[src/hdl/mh64_pkg.sv]
`timescale 1ns / 1ps

package mh64_pkg;

    localparam int WORD_W    = 64;
    localparam int COUNT_W   = 4;
    localparam int LEN_W     = 32;
    localparam int MIX_SHIFT = 47;

    localparam logic [WORD_W-1:0] MIX_MUL    = 64'hc6a4a7935bd1e995;
    localparam logic [31:0]       MIX_MUL_LO = MIX_MUL[31:0];
    localparam logic [31:0]       MIX_MUL_HI = MIX_MUL[63:32];

    // queue between front and back
    localparam int QUEUE_DEPTH = 2;
    localparam int QPTR_W      = 1;
    localparam int QCNT_W      = 2;

    // how the back end handles the word of a request
    localparam logic [1:0] KIND_FULL  = 2'd0;
    localparam logic [1:0] KIND_TAIL  = 2'd1;
    localparam logic [1:0] KIND_EMPTY = 2'd2;

    typedef struct packed {
        logic [1:0]        kind;
        logic              first;
        logic              last;
        logic [WORD_W-1:0] word;     // already masked for a tail
        logic [LEN_W-1:0]  len;
    } cmd_t;

    typedef struct packed {
        logic              start;
        logic [WORD_W-1:0] operand;
    } mul_req_t;

    typedef struct packed {
        logic              busy;
        logic              done;
        logic [WORD_W-1:0] product;
    } mul_rsp_t;

    typedef struct packed {
        logic full;
        logic empty;
    } q_status_t;

endpackage

[src/hdl/mh64_if.sv]
`timescale 1ns / 1ps

interface mh64_in_if;
    logic                           valid;
    logic                           ready;
    logic [mh64_pkg::WORD_W-1:0]    data_word;
    logic [mh64_pkg::COUNT_W-1:0]   byte_count;
    logic                           first_word;
    logic                           last_word;
    logic [mh64_pkg::LEN_W-1:0]     message_length;

    modport source (
        output valid, data_word, byte_count, first_word, last_word, message_length,
        input  ready
    );
    modport sink (
        input  valid, data_word, byte_count, first_word, last_word, message_length,
        output ready
    );
endinterface

interface mh64_out_if;
    logic                           valid;
    logic                           ready;
    logic [mh64_pkg::WORD_W-1:0]    hash_value;

    modport source (output valid, hash_value, input ready);
    modport sink   (input valid, hash_value, output ready);
endinterface

interface mh64_cfg_if;
    logic                           valid;
    logic                           ready;
    logic [mh64_pkg::WORD_W-1:0]    seed_value;

    modport source (output valid, seed_value, input ready);
    modport sink   (input valid, seed_value, output ready);
endinterface

[src/hdl/mh64_front.sv]
`timescale 1ns / 1ps

module mh64_front (
    input  logic                  clk,
    input  logic                  rst_n,
    mh64_in_if.sink               in_ch,
    input  mh64_pkg::q_status_t   q_status,
    output logic                  push,
    output mh64_pkg::cmd_t        push_cmd
);

    logic open_reg;
    logic open_next;
    logic accept;
    logic [mh64_pkg::WORD_W-1:0] tail_word;

    assign in_ch.ready = !q_status.full;
    assign accept      = in_ch.valid && in_ch.ready;

    // items outside an open message are taken and dropped
    assign push = accept && (in_ch.first_word || open_reg);

    always_comb
    begin
        for (int i = 0; i < 8; i++)
        begin
            tail_word[8*i +: 8] = (in_ch.byte_count > 4'(i)) ? in_ch.data_word[8*i +: 8] : 8'h00;
        end
    end

    always_comb
    begin
        push_cmd.first = in_ch.first_word;
        push_cmd.last  = in_ch.last_word;
        push_cmd.len   = in_ch.message_length;
        if (!in_ch.last_word || (in_ch.byte_count >= 4'd8))
        begin
            push_cmd.kind = mh64_pkg::KIND_FULL;
            push_cmd.word = in_ch.data_word;
        end
        else if (in_ch.byte_count != 4'd0)
        begin
            push_cmd.kind = mh64_pkg::KIND_TAIL;
            push_cmd.word = tail_word;
        end
        else
        begin
            push_cmd.kind = mh64_pkg::KIND_EMPTY;
            push_cmd.word = '0;
        end
    end

    always_comb
    begin
        open_next = open_reg;
        if (push)
        begin
            open_next = !in_ch.last_word;
        end
    end

    always_ff @(posedge clk or negedge rst_n)
    begin
        if (!rst_n)
        begin
            open_reg <= 1'b0;
        end
        else
        begin
            open_reg <= open_next;
        end
    end

endmodule

[src/hdl/mh64_queue.sv]
`timescale 1ns / 1ps

module mh64_queue (
    input  logic                  clk,
    input  logic                  rst_n,
    input  logic                  push,
    input  mh64_pkg::cmd_t        push_cmd,
    input  logic                  pop,
    output mh64_pkg::cmd_t        head_cmd,
    output mh64_pkg::q_status_t   status
);

    mh64_pkg::cmd_t              mem_reg [mh64_pkg::QUEUE_DEPTH];
    logic [mh64_pkg::QPTR_W-1:0] wr_ptr_reg;
    logic [mh64_pkg::QPTR_W-1:0] wr_ptr_next;
    logic [mh64_pkg::QPTR_W-1:0] rd_ptr_reg;
    logic [mh64_pkg::QPTR_W-1:0] rd_ptr_next;
    logic [mh64_pkg::QCNT_W-1:0] count_reg;
    logic [mh64_pkg::QCNT_W-1:0] count_next;

    assign status.full  = (count_reg == mh64_pkg::QCNT_W'(mh64_pkg::QUEUE_DEPTH));
    assign status.empty = (count_reg == '0);
    assign head_cmd     = mem_reg[rd_ptr_reg];

    always_comb
    begin
        wr_ptr_next = push ? wr_ptr_reg + 1'b1 : wr_ptr_reg;
        rd_ptr_next = pop ? rd_ptr_reg + 1'b1 : rd_ptr_reg;
        count_next  = count_reg;
        if (push && !pop)
        begin
            count_next = count_reg + 1'b1;
        end
        else if (pop && !push)
        begin
            count_next = count_reg - 1'b1;
        end
    end

    always_ff @(posedge clk or negedge rst_n)
    begin
        if (!rst_n)
        begin
            wr_ptr_reg <= '0;
            rd_ptr_reg <= '0;
            count_reg  <= '0;
        end
        else
        begin
            wr_ptr_reg <= wr_ptr_next;
            rd_ptr_reg <= rd_ptr_next;
            count_reg  <= count_next;
        end
    end

    always_ff @(posedge clk)
    begin
        if (push)
        begin
            mem_reg[wr_ptr_reg] <= push_cmd;
        end
    end

    a_no_overflow: assert property (@(posedge clk) disable iff (!rst_n)
        push |-> (!status.full || pop))
        else $error("queue written while full");

    a_no_underflow: assert property (@(posedge clk) disable iff (!rst_n)
        pop |-> !status.empty)
        else $error("queue read while empty");

endmodule

[src/hdl/mh64_mul.sv]
`timescale 1ns / 1ps

// x * MIX_MUL mod 2^64 over three 32x32 partial products, one per cycle
module mh64_mul (
    input  logic                  clk,
    input  logic                  rst_n,
    input  mh64_pkg::mul_req_t    req,
    output mh64_pkg::mul_rsp_t    rsp
);

    logic                        busy_reg;
    logic                        busy_next;
    logic [1:0]                  step_reg;
    logic [1:0]                  step_next;
    logic                        done_reg;
    logic                        done_next;
    logic [mh64_pkg::WORD_W-1:0] a_reg;
    logic [mh64_pkg::WORD_W-1:0] acc_reg;
    logic [31:0]                 mult_a;
    logic [31:0]                 mult_b;
    logic [63:0]                 pp;
    logic                        take;

    assign take   = req.start && !busy_reg;
    assign mult_a = (step_reg == 2'd1) ? a_reg[63:32] : a_reg[31:0];
    assign mult_b = (step_reg == 2'd2) ? mh64_pkg::MIX_MUL_HI : mh64_pkg::MIX_MUL_LO;
    assign pp     = mult_a * mult_b;

    always_comb
    begin
        busy_next = busy_reg;
        step_next = step_reg;
        done_next = 1'b0;
        if (take)
        begin
            busy_next = 1'b1;
            step_next = 2'd0;
        end
        else if (busy_reg)
        begin
            step_next = step_reg + 2'd1;
            if (step_reg == 2'd2)
            begin
                busy_next = 1'b0;
                done_next = 1'b1;
            end
        end
    end

    always_ff @(posedge clk or negedge rst_n)
    begin
        if (!rst_n)
        begin
            busy_reg <= 1'b0;
            step_reg <= 2'd0;
            done_reg <= 1'b0;
        end
        else
        begin
            busy_reg <= busy_next;
            step_reg <= step_next;
            done_reg <= done_next;
        end
    end

    always_ff @(posedge clk)
    begin
        if (take)
        begin
            a_reg <= req.operand;
        end
        if (busy_reg)
        begin
            if (step_reg == 2'd0)
            begin
                acc_reg <= pp;
            end
            else
            begin
                // cross terms only reach the upper half
                acc_reg[63:32] <= acc_reg[63:32] + pp[31:0];
            end
        end
    end

    assign rsp.busy    = busy_reg;
    assign rsp.done    = done_reg;
    assign rsp.product = acc_reg;

    a_done_after_last_step: assert property (@(posedge clk) disable iff (!rst_n)
        done_reg |-> ($past(busy_reg) && ($past(step_reg) == 2'd2)))
        else $error("product flagged without a full pass");

endmodule

[src/hdl/mh64_back.sv]
`timescale 1ns / 1ps

module mh64_back (
    input  logic                        clk,
    input  logic                        rst_n,
    input  logic [mh64_pkg::WORD_W-1:0] seed,
    input  mh64_pkg::q_status_t         q_status,
    input  mh64_pkg::cmd_t              head_cmd,
    output logic                        pop,
    output mh64_pkg::mul_req_t          mul_req,
    input  mh64_pkg::mul_rsp_t          mul_rsp,
    mh64_out_if.source                  out_ch
);

    localparam logic [3:0] S_IDLE = 4'd0;
    localparam logic [3:0] S_LEN  = 4'd1;
    localparam logic [3:0] S_BODY = 4'd2;
    localparam logic [3:0] S_K1   = 4'd3;
    localparam logic [3:0] S_K2   = 4'd4;
    localparam logic [3:0] S_H    = 4'd5;
    localparam logic [3:0] S_FIN0 = 4'd6;
    localparam logic [3:0] S_FIN  = 4'd7;
    localparam logic [3:0] S_EMIT = 4'd8;

    logic [3:0]                  state_reg;
    logic [3:0]                  state_next;
    mh64_pkg::cmd_t              cmd_reg;
    mh64_pkg::cmd_t              cmd_next;
    logic [mh64_pkg::WORD_W-1:0] h_reg;
    logic [mh64_pkg::WORD_W-1:0] h_next;
    logic                        out_valid_reg;
    logic                        out_valid_next;
    logic [mh64_pkg::WORD_W-1:0] out_hash_reg;
    logic [mh64_pkg::WORD_W-1:0] out_hash_next;
    logic [mh64_pkg::WORD_W-1:0] prod;
    logic [mh64_pkg::WORD_W-1:0] prod_sx;

    assign prod    = mul_rsp.product;
    assign prod_sx = prod ^ (prod >> mh64_pkg::MIX_SHIFT);

    always_comb
    begin
        state_next      = state_reg;
        cmd_next        = cmd_reg;
        h_next          = h_reg;
        pop             = 1'b0;
        mul_req.start   = 1'b0;
        mul_req.operand = '0;
        out_valid_next  = out_valid_reg;
        out_hash_next   = out_hash_reg;

        if (out_valid_reg && out_ch.ready)
        begin
            out_valid_next = 1'b0;
        end

        case (state_reg)
            S_IDLE:
            begin
                if (!q_status.empty)
                begin
                    pop      = 1'b1;
                    cmd_next = head_cmd;
                    if (head_cmd.first)
                    begin
                        mul_req.start   = 1'b1;
                        mul_req.operand = {{(mh64_pkg::WORD_W-mh64_pkg::LEN_W){1'b0}},
                                           head_cmd.len};
                        state_next      = S_LEN;
                    end
                    else
                    begin
                        state_next = S_BODY;
                    end
                end
            end
            S_LEN:
            begin
                if (mul_rsp.done)
                begin
                    h_next     = seed ^ prod;
                    state_next = S_BODY;
                end
            end
            S_BODY:
            begin
                case (cmd_reg.kind)
                    mh64_pkg::KIND_FULL:
                    begin
                        mul_req.start   = 1'b1;
                        mul_req.operand = cmd_reg.word;
                        state_next      = S_K1;
                    end
                    mh64_pkg::KIND_TAIL:
                    begin
                        mul_req.start   = 1'b1;
                        mul_req.operand = h_reg ^ cmd_reg.word;
                        state_next      = S_H;
                    end
                    default:
                    begin
                        state_next = cmd_reg.last ? S_FIN0 : S_IDLE;
                    end
                endcase
            end
            S_K1:
            begin
                if (mul_rsp.done)
                begin
                    mul_req.start   = 1'b1;
                    mul_req.operand = prod_sx;
                    state_next      = S_K2;
                end
            end
            S_K2:
            begin
                if (mul_rsp.done)
                begin
                    mul_req.start   = 1'b1;
                    mul_req.operand = h_reg ^ prod;
                    state_next      = S_H;
                end
            end
            S_H:
            begin
                if (mul_rsp.done)
                begin
                    h_next     = prod;
                    state_next = cmd_reg.last ? S_FIN0 : S_IDLE;
                end
            end
            S_FIN0:
            begin
                mul_req.start   = 1'b1;
                mul_req.operand = h_reg ^ (h_reg >> mh64_pkg::MIX_SHIFT);
                state_next      = S_FIN;
            end
            S_FIN:
            begin
                if (mul_rsp.done)
                begin
                    h_next     = prod_sx;
                    state_next = S_EMIT;
                end
            end
            S_EMIT:
            begin
                if (!out_valid_reg || out_ch.ready)
                begin
                    out_valid_next = 1'b1;
                    out_hash_next  = h_reg;
                    state_next     = S_IDLE;
                end
            end
            default:
            begin
                state_next = S_IDLE;
            end
        endcase
    end

    always_ff @(posedge clk or negedge rst_n)
    begin
        if (!rst_n)
        begin
            state_reg     <= S_IDLE;
            out_valid_reg <= 1'b0;
            h_reg         <= '0;
        end
        else
        begin
            state_reg     <= state_next;
            out_valid_reg <= out_valid_next;
            h_reg         <= h_next;
        end
    end

    always_ff @(posedge clk)
    begin
        cmd_reg      <= cmd_next;
        out_hash_reg <= out_hash_next;
    end

    assign out_ch.valid      = out_valid_reg;
    assign out_ch.hash_value = out_hash_reg;

    a_start_when_free: assert property (@(posedge clk) disable iff (!rst_n)
        mul_req.start |-> !mul_rsp.busy)
        else $error("multiplier started while busy");

    a_pop_only_idle: assert property (@(posedge clk) disable iff (!rst_n)
        pop |-> (state_reg == S_IDLE))
        else $error("request taken mid-sequence");

endmodule

[src/hdl/murmur2_hash64_core.sv]
`timescale 1ns / 1ps

// 64-bit MurmurHash64A engine.
// in_ch carries message words (little endian, first byte in bits 7:0). Mark the first
// word with first_word and give message_length there; mark the final word with
// last_word and its byte_count (0 to 8). Words that arrive outside an open message
// are taken and dropped; a new first word abandons an open message.
// out_ch carries one hash_value per message, after its last word.
// cfg writes seed_value (always ready); write it only while no message is in flight.
// All multiplies by the mixing constant share one 32x32 multiplier, which builds
// each 64-bit product from partial products. A full word costs three products; a
// tail word one; the first word adds the length product and the last word one
// product for finalization.
// A two-entry queue lets the front take up to two more words while the back works.
// Reset clears the seed to 0, closes any open message and empties the queue.
// When out_ch stalls, the finished hash waits in the output register; the back end
// holds one more finished hash internally and then stops taking words, and in_ch
// drops ready once the queue fills.
module murmur2_hash64_core (
    input  logic       clk,
    input  logic       rst_n,
    mh64_in_if.sink    in_ch,
    mh64_out_if.source out_ch,
    mh64_cfg_if.sink   cfg
);

    logic [mh64_pkg::WORD_W-1:0] seed_reg;
    logic [mh64_pkg::WORD_W-1:0] seed_next;
    logic                        push;
    logic                        pop;
    mh64_pkg::cmd_t              push_cmd;
    mh64_pkg::cmd_t              head_cmd;
    mh64_pkg::q_status_t         q_status;
    mh64_pkg::mul_req_t          mul_req;
    mh64_pkg::mul_rsp_t          mul_rsp;

    assign cfg.ready = 1'b1;
    assign seed_next = (cfg.valid && cfg.ready) ? cfg.seed_value : seed_reg;

    always_ff @(posedge clk or negedge rst_n)
    begin
        if (!rst_n)
        begin
            seed_reg <= '0;
        end
        else
        begin
            seed_reg <= seed_next;
        end
    end

    mh64_front u_front (
        .clk      (clk),
        .rst_n    (rst_n),
        .in_ch    (in_ch),
        .q_status (q_status),
        .push     (push),
        .push_cmd (push_cmd)
    );

    mh64_queue u_queue (
        .clk      (clk),
        .rst_n    (rst_n),
        .push     (push),
        .push_cmd (push_cmd),
        .pop      (pop),
        .head_cmd (head_cmd),
        .status   (q_status)
    );

    mh64_mul u_mul (
        .clk   (clk),
        .rst_n (rst_n),
        .req   (mul_req),
        .rsp   (mul_rsp)
    );

    mh64_back u_back (
        .clk      (clk),
        .rst_n    (rst_n),
        .seed     (seed_reg),
        .q_status (q_status),
        .head_cmd (head_cmd),
        .pop      (pop),
        .mul_req  (mul_req),
        .mul_rsp  (mul_rsp),
        .out_ch   (out_ch)
    );

endmodule

[src/flat_wrapper.sv]
// flat-port wrapper written by rule: the top's interface ports become plain ports
module murmur2_hash64_core_flat 
  (clk, rst_n, in_ch_valid, in_ch_data_word, in_ch_byte_count, in_ch_first_word, in_ch_last_word, in_ch_message_length, in_ch_ready, out_ch_valid, out_ch_hash_value, out_ch_ready, cfg_valid, cfg_seed_value, cfg_ready);
  mh64_in_if in_ch_i ();
  mh64_out_if out_ch_i ();
  mh64_cfg_if cfg_i ();
  input  logic clk;
  input  logic rst_n;
  input wire logic [$bits(in_ch_i.valid)-1:0] in_ch_valid;
  input wire logic [$bits(in_ch_i.data_word)-1:0] in_ch_data_word;
  input wire logic [$bits(in_ch_i.byte_count)-1:0] in_ch_byte_count;
  input wire logic [$bits(in_ch_i.first_word)-1:0] in_ch_first_word;
  input wire logic [$bits(in_ch_i.last_word)-1:0] in_ch_last_word;
  input wire logic [$bits(in_ch_i.message_length)-1:0] in_ch_message_length;
  output wire logic [$bits(in_ch_i.ready)-1:0] in_ch_ready;
  output wire logic [$bits(out_ch_i.valid)-1:0] out_ch_valid;
  output wire logic [$bits(out_ch_i.hash_value)-1:0] out_ch_hash_value;
  input wire logic [$bits(out_ch_i.ready)-1:0] out_ch_ready;
  input wire logic [$bits(cfg_i.valid)-1:0] cfg_valid;
  input wire logic [$bits(cfg_i.seed_value)-1:0] cfg_seed_value;
  output wire logic [$bits(cfg_i.ready)-1:0] cfg_ready;
  assign in_ch_i.valid = in_ch_valid;
  assign in_ch_i.data_word = in_ch_data_word;
  assign in_ch_i.byte_count = in_ch_byte_count;
  assign in_ch_i.first_word = in_ch_first_word;
  assign in_ch_i.last_word = in_ch_last_word;
  assign in_ch_i.message_length = in_ch_message_length;
  assign in_ch_ready = in_ch_i.ready;
  assign out_ch_valid = out_ch_i.valid;
  assign out_ch_hash_value = out_ch_i.hash_value;
  assign out_ch_i.ready = out_ch_ready;
  assign cfg_i.valid = cfg_valid;
  assign cfg_i.seed_value = cfg_seed_value;
  assign cfg_ready = cfg_i.ready;
  murmur2_hash64_core u_core (.clk(clk), .rst_n(rst_n), .in_ch(in_ch_i), .out_ch(out_ch_i), .cfg(cfg_i));
endmodule
[config.mk]
export PLATFORM = sky130hd
export DESIGN_NAME = murmur2_hash64_core_flat
export DESIGN_NICKNAME = d
export VERILOG_FILES = /design/src/hdl/mh64_pkg.sv /design/src/hdl/mh64_if.sv /design/src/hdl/mh64_front.sv /design/src/hdl/mh64_queue.sv /design/src/hdl/mh64_mul.sv /design/src/hdl/mh64_back.sv /design/src/hdl/murmur2_hash64_core.sv /design/src/flat_wrapper.sv
export SDC_FILE = /design/constraint.sdc
export NUM_CORES = 2
export LEC_CHECK = 0
export ABC_AREA = 1
export BUFFER_PORTS_ARGS = -buffer_cell sky130_fd_sc_hd__buf_2
export CORE_MARGIN = 1
export CORE_UTILIZATION = 35
export DETAILED_ROUTE_END_ITERATION = 10
export PLACE_DENSITY = 0.57
export SLEW_MARGIN = 20
export SYNTH_ARGS = -nofsm -noshare
export SYNTH_HDL_FRONTEND = slang
export SYNTH_SLANG_ARGS = --single-unit
[constraint.sdc]
create_clock -name clk -period 26.7 [get_ports clk]
set_clock_uncertainty 0.05 [all_clocks]
set_input_delay 1.335 -clock clk [delete_from_list [all_inputs] [get_ports clk]]
set_output_delay 1.335 -clock clk [all_outputs]
set_load 0.03 [all_outputs]
# --- Yosys cells after proc, flatten, opt, wreduce, memory -nomap -nowiden ---
# Memory sizes are Yosys's and may differ from the RTL's.
# Index checks and enable logic that the tools add are counted.
word_totals:
  mem_count: 1
  ramBits: 200
  word_cells: 141
  regBits: 401
  inputBits: 171
  output_inout_bits: 67
memory_table:
  columns: ["name", "depth", "word_bits", "rd", "rd_clocked_by_memory_dff", "wr", "line_no", "rtl"]
  rows:
  - ["u_core.u_queue.mem_reg", 2, 100, 1, 0, 1, "mh64_queue.sv:13", "mh64_pkg::cmd_t mem_reg [mh64_pkg::QUEUE_DEPTH];"]
classes:
  reduce_logical: 28
  order_cmp: 9
  n_eq_ne: 19
  add_sub_neg: 6
  mul: 1
  bitwise: 6
  n_mux: 53
ops:
  columns: ["cell", "n"]
  rows:
  - ["$pmux W65 S5", 1]
  - ["$mux W64", 5]
  - ["$mux W65", 4]
  - ["$pmux W64 S3", 1]
  - ["$xor A64 B64 Y64", 3]
  - ["$pmux W65 S2", 1]
  - ["$xor A64 B17 Y64", 2]
  - ["$mux W32", 3]
  - ["$mul A32 B32 Y64", 1]
  - ["$mux W8", 8]
  - ["$pmux W4 S9", 1]
  - ["$add A32 B32 Y32", 1]
  - ["$mux W4", 7]
  - ["$eq A4 B3 Y1 const B", 4]
  - ["$gt A4 B3 Y1 const B", 4]
  - ["$mux W2", 7]
  - ["$ne A2 B2 Y1 const B", 7]
  - ["$mux W1", 13]
  - ["$eq A4 B2 Y1 const B", 2]
  - ["$gt A4 B1 Y1 const B", 2]
  - ["$gt A4 B2 Y1 const B", 2]
  - ["$reduce_and A7 Y1", 1]
  - ["$logic_and A1 B1 Y1", 6]
  - ["$logic_not A1 Y1", 6]
  - ["19 further kinds", 30]

# --- Logic depth before layout (Yosys ltp) ---
logic_depth:
  ltp_word: 8
  depth_mapped: 48
  mapped_depth_nobuf: 47

# --- Modules after synthesis ---
# A second synthesis with hierarchy kept.
hier_totals:
  cells_unflattened: 5668
  hier_area_um2: 54933.9
modules_own_cells:
  columns: ["module", "area_per_inst_um2", "instances", "seq_area_each_um2", "cells_per_inst"]
  rows:
  - ["mh64_mul", 32296.0, 1, 3943.8, 3588]
  - ["mh64_back", 11345.9, 1, 5660.4, 1279]
  - ["mh64_queue", 7872.6, 1, 6105.9, 336]
  - ["murmur2_hash64_core", 2457.4, 1, 1601.5, 272]
  - ["mh64_front", 962.2, 1, 25.0, 193]

# --- Least setup slack after synthesis ---
# No wires, ideal clock.
synth_timing:
  path_kind: "register to register"
  from: "register u_core.u_mul.step_reg[1]"
  to: "register u_core.u_mul.acc_reg[63] (netlist bit) (data pin)"
  arrival_time_ps: 8421
  setup_time_ps: 253
  path_stages_with_launch: 41
  path_slack_ps: 17975
  path_buffers: 2
  required_time_ps: 26397
  synth_period_minus_slack_ps: 8725
  cell_sequence: "dfrtp_1 inv_1 ha_1 buf_4 buf_4 o21ai_1 inv_1 nor2_1 inv_1 fa_1 inv_1 fa_1 inv_1 fa_1 fa_1 fa_1 fa_1 inv_1 (+5 left out) nand2_1 inv_1 nand2_1 nor3_1 inv_1 nor2_1 nor2_1 nand2_1 xor2_1 ha_1 nand3_1 nor2_1 nor2_1 o21ai_0 a21oi_1 nand3_1 nand3_1 nand2_1"
synth_via:
  elab_chain_len: 5
  word_cells_on_any_way: 8
  cone_classes: "1 x add/sub; 1 x mul; 2 x eq/ne; 3 x mux; 1 x reduce/logical"
synth_rtl:
  columns: ["item", "line_no", "rtl"]
  rows:
  - ["from (decl)", "mh64_mul.sv:13", "logic [1:0] step_reg;"]
  - ["from (signal assigned)", "mh64_mul.sv:61", "step_reg <= step_next;"]
  - ["$eq A2 B1 Y1 or $eq A2 B2 Y1 (tied branches)", "mh64_mul.sv:25, mh64_mul.sv:26", null]
  - ["$mux W32 (on tied branches)", "mh64_mul.sv:25, mh64_mul.sv:26", null]
  - ["$mul A32 B32 Y64 *", "mh64_mul.sv:27", "assign pp = mult_a * mult_b;"]
  - ["named net u_core.u_mul.pp[29]", "mh64_mul.sv:21", "logic [63:0] pp;"]
  - ["$add A32 B32 Y32 *", "mh64_mul.sv:81", "acc_reg[63:32] <= acc_reg[63:32] + pp[31:0];"]
  - ["$mux W32 *", "mh64_mul.sv:74", "if (step_reg == 2'd0)"]
  - ["to (signal assigned)", "mh64_mul.sv:76", "acc_reg <= pp;"]
  - ["to (decl)", "mh64_mul.sv:18", "logic [mh64_pkg::WORD_W-1:0] acc_reg;"]
# Mark *: on every way through the listed nets, which the timed path passes. The rest lies on a longest branch.
# A chain may end at the register's enable or synchronous reset.

# --- Final worst setup path ---
layout_timing:
  from: "register u_core.u_mul.step_reg[1]"
  to: "register u_core.u_mul.acc_reg[59] (netlist bit) (data pin)"
# Same word-level chain as after synthesis.

==> flow_summary.toml <==
[status]
outcome = "finished clean"

[synthesis]
syn_area_per_cell_um2 = 9.71
synth_flop_cell = "edfxtp_1"
synth_area_leaders = "edfxtp_1 26%, fa_1 23%, ha_1 10%"
yosysWarningCount = 0
synth-adder-area-share = 0.333
synth_mux_area_frac = 0.0172
synth_area_um2 = 53600
synth_cells = 5519
async_flop_share = 0.236
synth_simple_gate_area_share = 0.110
yosysTopAreaCellShare = 0.257
synth_top_family_by_area = "adder cells"
synth-xor-area-share = 0.0274
synth_cell_types = 55
netlist.top_cell.by_area = "edfxtp_1"
synth_seq_cells = 601
synth_edf_count = 459
synth_seq_area_share = 0.323
synth_compound_area_frac = 0.0881

[timing]
whs_ps = 444
fin_crit_ps = 11240
finalSetupViolations = 0
slew_viol_final = 0
rsz0062_at_grt = "no"
fmax_mhz = 88.9
worstMarginPinSlew_ps = 1250
setup_tns_ps = 0
hold_viol_final = 0
slew_headroom = 0.159
fin_crit_sh = 0.421

[routing]
drc = 0
ant_nets = 0
wl_mm = 194
drt_iter0_drc = 3319
firstDrtPassIters = 6
wire_per_inst_um = 24.8
routed-via-count = 39900
viasPerCell = 5.09

[critical_path]
r2r_end = "u_core.u_mul.acc_reg[59]$_DFFE_PP_"
cp_max_fo = 64
critPathMaxStageDelay_ps = 700
worstSetupEndpointType = "flop"
critPathKind = "flop to flop"
r2r-start = "u_core.u_mul.step_reg[1]$_DFFE_PN0P_"
start_kind = "flop"
cp_data_arrival_time_ps = 11560
crit_slowest_cell = "nor2_1"
reg2regPathDepth = 38
cp.required_ps = 27020
r2r_slack_ps = 15460

[clocking]
clk_latency_ps = 660
clk_pin_slew_worst_paths_ps = 70
cts_tree = "built"
cts_resized = 0
clock_sinks = 601
holdBufCountCts = 0
htree_levels = 2
cts_root_buf = "clkbuf_16"
post_cts_buffers = 0
cts_buffer_depth = 3
cts_buffers = 55

[final_layout]
regArea_um2 = 17300
final_net_count = 6984
num-fill-cells = 15400
final_util = 0.390
multi_input_area_um2 = 30900
drive_above_1_share = 0.0982
largest_reg_flops = 200
area_growth_pct = 10.7

[grt]
grt_max_degree = 90
grt_antenna_before_repair = 2
grtUsageTotal = 0.250
overflow = 0
grt_pass1_wl_mm = 284
grt_pass1_vias = 41100

[worst_hold_path]
holdPathEnd = "u_core.u_front.open_reg$_DFFE_PN0P_"
hold_path_class = "flop to flop"
worstHoldStart = "u_core.u_front.open_reg$_DFFE_PN0P_"
min_path_cells = 2

[placed_design]
place_hpwl_mm = 161
gp_congestion = 1.01
port_buffers = 236

[die]
chipWidth_um = 393
row_count = 143
coreArea_um2 = 152000
dieArea_um2 = 155000
start_util = 0.353
ios = 238
die_y_um = 393

[run]
drv_cap = 0

[power]
leakage_uw = 0.0270
ir_worst_vdd_mv = 0.0673
p_per_area_nw_per_um2 = 35.8
==> routing by layer <==
metal	vias to the layer above	share of wire	GRT usage
met4	2	0.032	0.0723
met3	214	0.057	0.0299
met5	-	0.000067	0
met2	1382	0.48	0.421
li1	18100	-	-
met1	20200	0.43	0.338
==> stage by stage <==
step / instance area [um2] / worst slack [ps] / total power, uW / instances
after floorplan: 53600 / 17980 / 1210 / 5520
after global placement: 57300 / 15440 / 1270 / 7730
after detailed placement: 57300 / 15560 / 1270 / 7730
after CTS: 59300 / 15450 / 2140 / 7834
after global routing: 59400 / 14850 / 2190 / 7835
final: 59400 / 15460 / 2120 / 7837
==> cell usage after synthesis (5+ instances only) <==
library cell,instances
inv_1,1267
nand2_1,760
fa_1,618
edfxtp_1,459
ha_1,437
nor2_1,351
o21ai_0,305
a21oi_1,207
nand3_1,195
dfrtp_1,142
xor2_1,124
mux2_2,82
clkbuf_1,63
xnor2_1,44
o21bai_1,39
buf_2,36
a32oi_1,33
o221ai_1,33
o2111ai_1,32
o21ai_1,27
nand3b_1,22
o211ai_1,22
buf_4,17
nand4_1,17
nor3_1,17
a22oi_1,16
inv_2,16
nor2_2,15
o22ai_1,15
a221oi_1,13
a21o_1,11
nand2_2,10
or2_2,10
o21a_1,8
buf_1,6
nand3_2,6
o21ai_2,6
nor2_4,5
==> where the power goes <==
| part | internal, uW | switching, uW | total [uW] |
|---|---|---|---|
| logic | 43.4 | 97.8 | 141 |
| clock network | 501 | 374 | 875 |
| registers | 1090 | 19.3 | 1110 |
==> layout by cell type, fill, tap and decap left out, drive strengths merged, types with 8 or more instances in the layout <==
cell type | Yosys | routed
inv | 1283 | 1285
nand2 | 771 | 771
fa | 618 | 618
edfxtp | 459 | 459
ha | 437 | 437
nor2 | 372 | 372
o21ai | 340 | 340
buf | 60 | 304
a21oi | 210 | 210
nand3 | 201 | 201
dfrtp | 142 | 142
xor2 | 124 | 124
mux2 | 82 | 82
clkbuf | 63 | 63
xnor2 | 44 | 44
o21bai | 39 | 39
a32oi | 33 | 33
o221ai | 33 | 33
o2111ai | 32 | 32
clkinv | 1 | 24
nand3b | 22 | 22
o211ai | 22 | 22
nor3 | 18 | 18
nand4 | 17 | 17
a22oi | 16 | 16
o22ai | 15 | 15
a221oi | 13 | 13
or2 | 13 | 13
a21o | 11 | 11
bufinv | 0 | 11
o21a | 8 | 8
==> worst max-delay path: cells and delay by family (launching register included) <==
kind	cells	cell delay, ps
AO/OA/AOI/OAI	4	690
AND/OR/NAND/NOR	12	2510
buffers and inverters	10	1710
adder cells (fa/ha/maj)	11	4980
flip-flops	1	400
XOR/XNOR	1	530
==> how the worst max path moves through the flow <==
stage | from | endpoint | slack, ps | cells past startpoint
final | u_core.u_mul.step_reg[1]$_DFFE_PN0P_ | u_core.u_mul.acc_reg[59]$_DFFE_PP_ | 15460 | 38
after detailed placement | u_core.u_mul.step_reg[1]$_DFFE_PN0P_ | u_core.u_mul.acc_reg[63]$_DFFE_PP_ | 15560 | 41
after floorplan | u_core.u_mul.step_reg[1]$_DFFE_PN0P_ | u_core.u_mul.acc_reg[63]$_DFFE_PP_ | 17980 | 40
after global routing | u_core.u_mul.step_reg[1]$_DFFE_PN0P_ | u_core.u_mul.acc_reg[59]$_DFFE_PP_ | 14850 | 38
after global placement | u_core.u_mul.step_reg[1]$_DFFE_PN0P_ | u_core.u_mul.acc_reg[63]$_DFFE_PP_ | 15440 | 41
after CTS | u_core.u_mul.step_reg[1]$_DFFE_PN0P_ | u_core.u_mul.acc_reg[63]$_DFFE_PP_ | 15450 | 41
==> area by class of cell <==
cell class,count,share of cell area
Timing Repair Buffer,304,0.0290
Antenna cell,2,0.0000843
Clock buffer,63,0.0244
Clock inverter,41,0.00936
Tap cell,2030,0.0428
Multi-Input combinational cell,3512,0.521
Sequential cell,601,0.292
Inverter,1284,0.0812
==> cell families after synthesis <==
kind of cell | count (synthesis)
AOI/OAI and AO/OA | 788
other | 1
xor gates and xnor gates | 168
buffers and inverters | 1407
DFF | 601
and+or+nand+nor | 1417
muxes | 82
adders and majority gates | 1055
(Power assumes the default switching activity.)
